$ cat config.mk
export PLATFORM = sky130hd
export DESIGN_NAME = bba_ctrl
export DESIGN_NICKNAME = d
export VERILOG_FILES = /design/src/rtl/core/bba_pkg.sv /design/src/rtl/core/bba_ctrl.sv
export SDC_FILE = /design/constraint.sdc
export NUM_CORES = 1
export LEC_CHECK = 0
export BUFFER_PORTS_ARGS = -buffer_cell sky130_fd_sc_hd__buf_4
export CORE_AREA = 2 2 39 41
export CTS_BUF_LIST = sky130_fd_sc_hd__clkbuf_4 sky130_fd_sc_hd__clkbuf_8
export CTS_CLUSTER_SIZE = 10
export DETAILED_ROUTE_END_ITERATION = 8
export DIE_AREA = 0 0 41 43
export PLACE_DENSITY = 0.7
export SLEW_MARGIN = 15
export SYNTH_ARGS = -nofsm -noshare
export SYNTH_HDL_FRONTEND = slang
export SYNTH_SLANG_ARGS = --single-unit
$ cat constraint.sdc
create_clock -name clk -period 4.4 [get_ports clk]
set_input_delay 0.66 -clock clk [delete_from_list [all_inputs] [get_ports clk]]
set_output_delay 0.66 -clock clk [all_outputs]
set_load 0.02 [all_outputs]
$ cat src/rtl/core/bba_pkg.sv
// bba_pkg: shared constants, payload words, controller states and the command and status
// structs for the power-of-two buffer allocator
// no dependencies
package bba_pkg;

  localparam int POOL_PAGES      = 4096;
  localparam int MAX_SEGMENTS    = 10;
  localparam int NUM_CLASSES     = 9;
  localparam int MIN_BLOCK_ORDER = 12;

  localparam int STORE_DEPTH = 2 * POOL_PAGES;
  localparam int ADDR_W      = $clog2(STORE_DEPTH);
  localparam int CLS_W       = $clog2(NUM_CLASSES);
  localparam int CNT_W       = $clog2(POOL_PAGES) + 1;
  localparam int SEG_W       = $clog2(MAX_SEGMENTS + 1);
  localparam int OFF_W       = 12;
  localparam int REQ_W       = 32;
  localparam int SIZE_W      = 21;
  localparam int TOTAL_W     = 24;
  localparam int CFG_W       = 13;
  localparam int ORD_W       = $clog2(SIZE_W);

  typedef logic [CLS_W-1:0] cls_t;
  typedef logic [CNT_W-1:0] cnt_t;

  // opcodes and result status codes
  localparam logic       OP_ALLOC = 1'b0;
  localparam logic       OP_FREE  = 1'b1;
  localparam logic [1:0] ST_GRANT = 2'd0;
  localparam logic [1:0] ST_NOMEM = 2'd1;
  localparam logic [1:0] ST_FREED = 2'd2;

  typedef struct packed {
    logic              opcode;
    logic [REQ_W-1:0]  request_bytes;
    logic [OFF_W-1:0]  free_offset_pages;
    logic [SIZE_W-1:0] free_size_bytes;
  } in_word_t;

  typedef struct packed {
    logic [1:0]         status;
    logic [OFF_W-1:0]   seg_offset_pages;
    logic [SIZE_W-1:0]  seg_bytes;
    logic [TOTAL_W-1:0] total_bytes;
    logic               last;
  } out_word_t;

  typedef enum logic [3:0] {
    S_IDLE, S_FREE, S_CLS, S_REB, S_SRCH, S_UPRD, S_SPLIT, S_FOUND, S_POP, S_GRANT, S_DONE
  } state_t;

  // controller to datapath
  typedef struct packed {
    logic load;
    logic do_free;
    logic calc_cls;
    logic reb_check;
    logic pop_up;
    logic latch_blk;
    logic split;
    logic pop_c;
    logic grant;
    logic fail_mark;
    logic finish;
  } bba_cmd_t;

  // datapath to controller
  typedef struct packed {
    logic is_free;
    logic can_alloc;
    logic seg_done;
    logic cls_nz;
    logic up_found;
    logic split_last;
    logic grant_ok;
    logic out_free;
  } bba_stat_t;

  // start of a class's stack region: sum of POOL_PAGES >> j for j below c
  function automatic logic [ADDR_W-1:0] region_base(cls_t c);
    return ADDR_W'(STORE_DEPTH - (STORE_DEPTH >> c));
  endfunction

  // stack capacity of a class
  function automatic cnt_t class_cap(cls_t c);
    return CNT_W'(POOL_PAGES >> c);
  endfunction

endpackage

$ cat src/rtl/core/bba_ctrl.sv
// bba_ctrl: sequencing state machine of the buffer allocator
// depends on bba_pkg; drives bba_datapath through bba_cmd_t commands
module bba_ctrl (
  input  logic               clk,
  input  logic               rst,
  input  logic               in_valid,
  output logic               in_ready,
  input  bba_pkg::bba_stat_t stat,
  output bba_pkg::bba_cmd_t  cmd
);
  import bba_pkg::*;

  state_t state, state_next;

  // state register
  always_ff @(posedge clk) begin
    if (rst) begin
      state <= S_IDLE;
    end else begin
      state <= state_next;
    end
  end

  // next state and commands
  always_comb begin
    state_next = state;
    cmd        = '0;
    in_ready   = 1'b0;
    case (state)
      S_IDLE: begin
        in_ready = 1'b1;
        if (in_valid) begin
          cmd.load = 1'b1;
          if (stat.is_free) begin
            state_next = S_FREE;
          end else if (stat.can_alloc) begin
            state_next = S_CLS;
          end else begin
            state_next = S_DONE;
          end
        end
      end
      S_FREE: begin
        if (stat.out_free) begin
          cmd.do_free = 1'b1;
          state_next  = S_IDLE;
        end
      end
      S_CLS: begin
        if (stat.seg_done) begin
          state_next = S_DONE;
        end else begin
          cmd.calc_cls = 1'b1;
          state_next   = S_REB;
        end
      end
      S_REB: begin
        cmd.reb_check = 1'b1;
        state_next    = S_SRCH;
      end
      S_SRCH: begin
        if (stat.cls_nz) begin
          state_next = S_POP;
        end else if (stat.up_found) begin
          cmd.pop_up = 1'b1;
          state_next = S_UPRD;
        end else begin
          cmd.fail_mark = 1'b1;
          state_next    = S_DONE;
        end
      end
      S_UPRD: begin
        cmd.latch_blk = 1'b1;
        state_next    = S_SPLIT;
      end
      S_SPLIT: begin
        cmd.split = 1'b1;
        if (stat.split_last) begin
          state_next = S_FOUND;
        end
      end
      S_FOUND: begin
        if (stat.cls_nz) begin
          state_next = S_POP;
        end else begin
          cmd.fail_mark = 1'b1;
          state_next    = S_DONE;
        end
      end
      S_POP: begin
        cmd.pop_c  = 1'b1;
        state_next = S_GRANT;
      end
      S_GRANT: begin
        if (stat.grant_ok) begin
          cmd.grant  = 1'b1;
          state_next = S_CLS;
        end
      end
      S_DONE: begin
        if (stat.out_free) begin
          cmd.finish = 1'b1;
          state_next = S_IDLE;
        end
      end
      default: begin
        state_next = S_IDLE;
      end
    endcase
  end

endmodule

==> out/qor.txt <==
Pleak - 0.287 nW
Initial DRT Pass Iterations - 4
DR WL/cell - 12.3 um
Hold Path Class - in -> reg
Clk sink count - 4
Crit path launch type - flop
Data required, critical path - 3.74 ns
Setup bufs post-CTS - 0
Core Region - 1380 um2
Via density - 5.46
Crit-path max FO - 17
Maxcap violations - 0
CP bufs+invs - 1
CTS tree - built
Crit-path slowest cell - dfxtp_1
Post-layout instance area - 724 um2
Post_cts resized - 0
Final setup violation count - 0
Detailed placer's ending HPWL - 1.02 mm
I/O Buffers - 22
Crit. End Element - output pin
Total GRT Usage - 18.7%
EDFF count, synth - 0
Cell count after synthesis - 76
Crit-path cells - nand2b_1, a211oi_1, buf_4
Full die area - 1760 um2
Synth Register Bits - 4
Slowest stage delay, CP - 0.70 ns
Grt ovf - 0
Worst path top cell family by delay - flip-flops
IO Count - 23
Net count after synthesis - 87
Mapped Area - 548 um2
Initial antenna violation count - 0
Crit path DAT - 1.64 ns
Max-slew violation total from the final report - 0
Mapped Avg Cell Area - 7.21 um2
Biggest regs - state (4)
Worst-path clk slew - 0.04 ns
Clk_skew - 0.000580 ns
Number of nets in the layout - 109
Reg-to-reg slack, setup - 2.70 ns
Area delta synth->final - 32.2%
Most frequent cells in the layout - buf_4, nand2b_1, nor2_1
Hold WS - 0.630 ns
Final min period - 2.30 ns
Synth Flop Type - dfxtp_1
Number of global-route vias before repair - 536
Die Wd - 41 um
Layout cell share with drive strength beyond 1 - 30.2%
Initial DRC Count - 11
Critical path class - reg -> out
Max reg flops - 4
# hold bufs at CTS - 0
Largest net degree at the start of global routing - 18
Reg with most FFs - state
Synth cell types - 33
Die height - 43 um
Sequential-to-total area share from yosys stat - 14.6%
Worst slew margin - 59.7%
Clock latency on the worst-skew pair - 0.24 ns
First-pass GRT wire length - 2.25 mm
Power density cells - 544 nW/um2
Final setup TNS - 0 ns
Ant. Diodes - 0
Post-Route WL - 1.38 mm
Cell area after placement - 702 um2
CTS Buf Count - 3
Longest Clk Path Bufs - 2
Total power - 0.394 mW
Yosys warning count - 0
Routed Antenna Nets - 0
Setup slack at placement - 2.15 ns
Setup slack after layout - 2.10 ns
RSZ-0062 raised after global routing - no
Vias - 612
Commonest non-fill, non-tap cell in the layout - buf_4
Placer Congestion - 0.745
Final period util - 52.3%
Htree depth - 1
Peak supply drop - 310 uV
Row cnt - 14
Initial Utilization - 39.6%
Root Driver - clkbuf_4
Final hold violations - 0
Status - completed
FMAX - 435 MHz
Fraction of registers with async set/reset - 0%
Residual DRC - 0
Measured slew at the worst slew-check pin - 0.604 ns
==> routing by layer <==
metal,global-route usage (%),up-vias,share of wire [%]
met3,1.57,0,5.7
met4,12.0,0,0
met1,25.2,273,45
li1,-,316,-
met5,0,-,0
met2,27.2,23,49
==> layout make-up <==
type	instances	area [um2]
Clock buffer	3	22.5
Fill cell	137	659
Inverter	3	11.3
Multi-Input combinational cell	64	425
Sequential cell	4	80.1
Tap cell	16	20.0
Timing Repair Buffer	22	165
==> cell families after synthesis <==
group                     after synthesis  share of synthesized area [%]
buffers and inverters                   8                           7.76
muxes                                   3                           5.48
AOI/OAI and AO/OA                      17                           26.0
DFF                                     4                           14.6
and+or+nand+nor                        43                           44.5
xor gates and xnor gates                1                           1.60
==> worst register-to-register path, delay by kind of cell, from the launching register on <==
| kind | cells | cell delay, ns |
|---|---|---|
| DFF | 1 | 0.64 |
| and+or+nand+nor | 1 | 0.28 |
| muxes | 1 | 0.23 |
| AOI/OAI and AO/OA | 2 | 0.48 |
==> path summary, 6_finish.rpt <==
kind | end | start | cells past startpoint
min | state[2]$_SDFFE_PP0P_ | rst | 2
max | cmd[1] | state[2]$_SDFFE_PP0P_ | 3
min reg2reg | state[2]$_SDFFE_PP0P_ | state[1]$_SDFFE_PP0P_ | 2
max reg2reg | state[0]$_SDFFE_PP0P_ | state[3]$_SDFFE_PP0P_ | 4
==> stage by stage <==
step,utilization [%],instances
finish,52.4,112
global route,52.4,112
CTS,52.4,112
detailed placement,50.7,109
global placement,50.7,109
floorplan,-,76
==> cells in the mapped netlist, types with 2 or more instances <==
cell	n	area (um2)
nand2b_1	10	62.6
nor2_1	9	33.8
buf_2	4	20.0
dfxtp_1	4	80.1
nand2_1	4	15.0
nor3_1	4	20.0
and2_1	3	18.8
inv_1	3	11.3
mux2i_1	3	30.0
nor2b_1	3	18.8
o21ai_1	3	15.0
a211oi_1	2	15.0
a21oi_1	2	10.0
o32ai_1	2	17.5
or2_1	2	12.5
==> power by group <==
part	switching, mW	leakage (nW)	total, mW	internal, mW
sequential	0.0491	0.0327	0.0978	0.0487
clock	0.0176	0.0138	0.0483	0.0307
combinational	0.129	0.240	0.248	0.119
(Power assumes the default switching activity.)
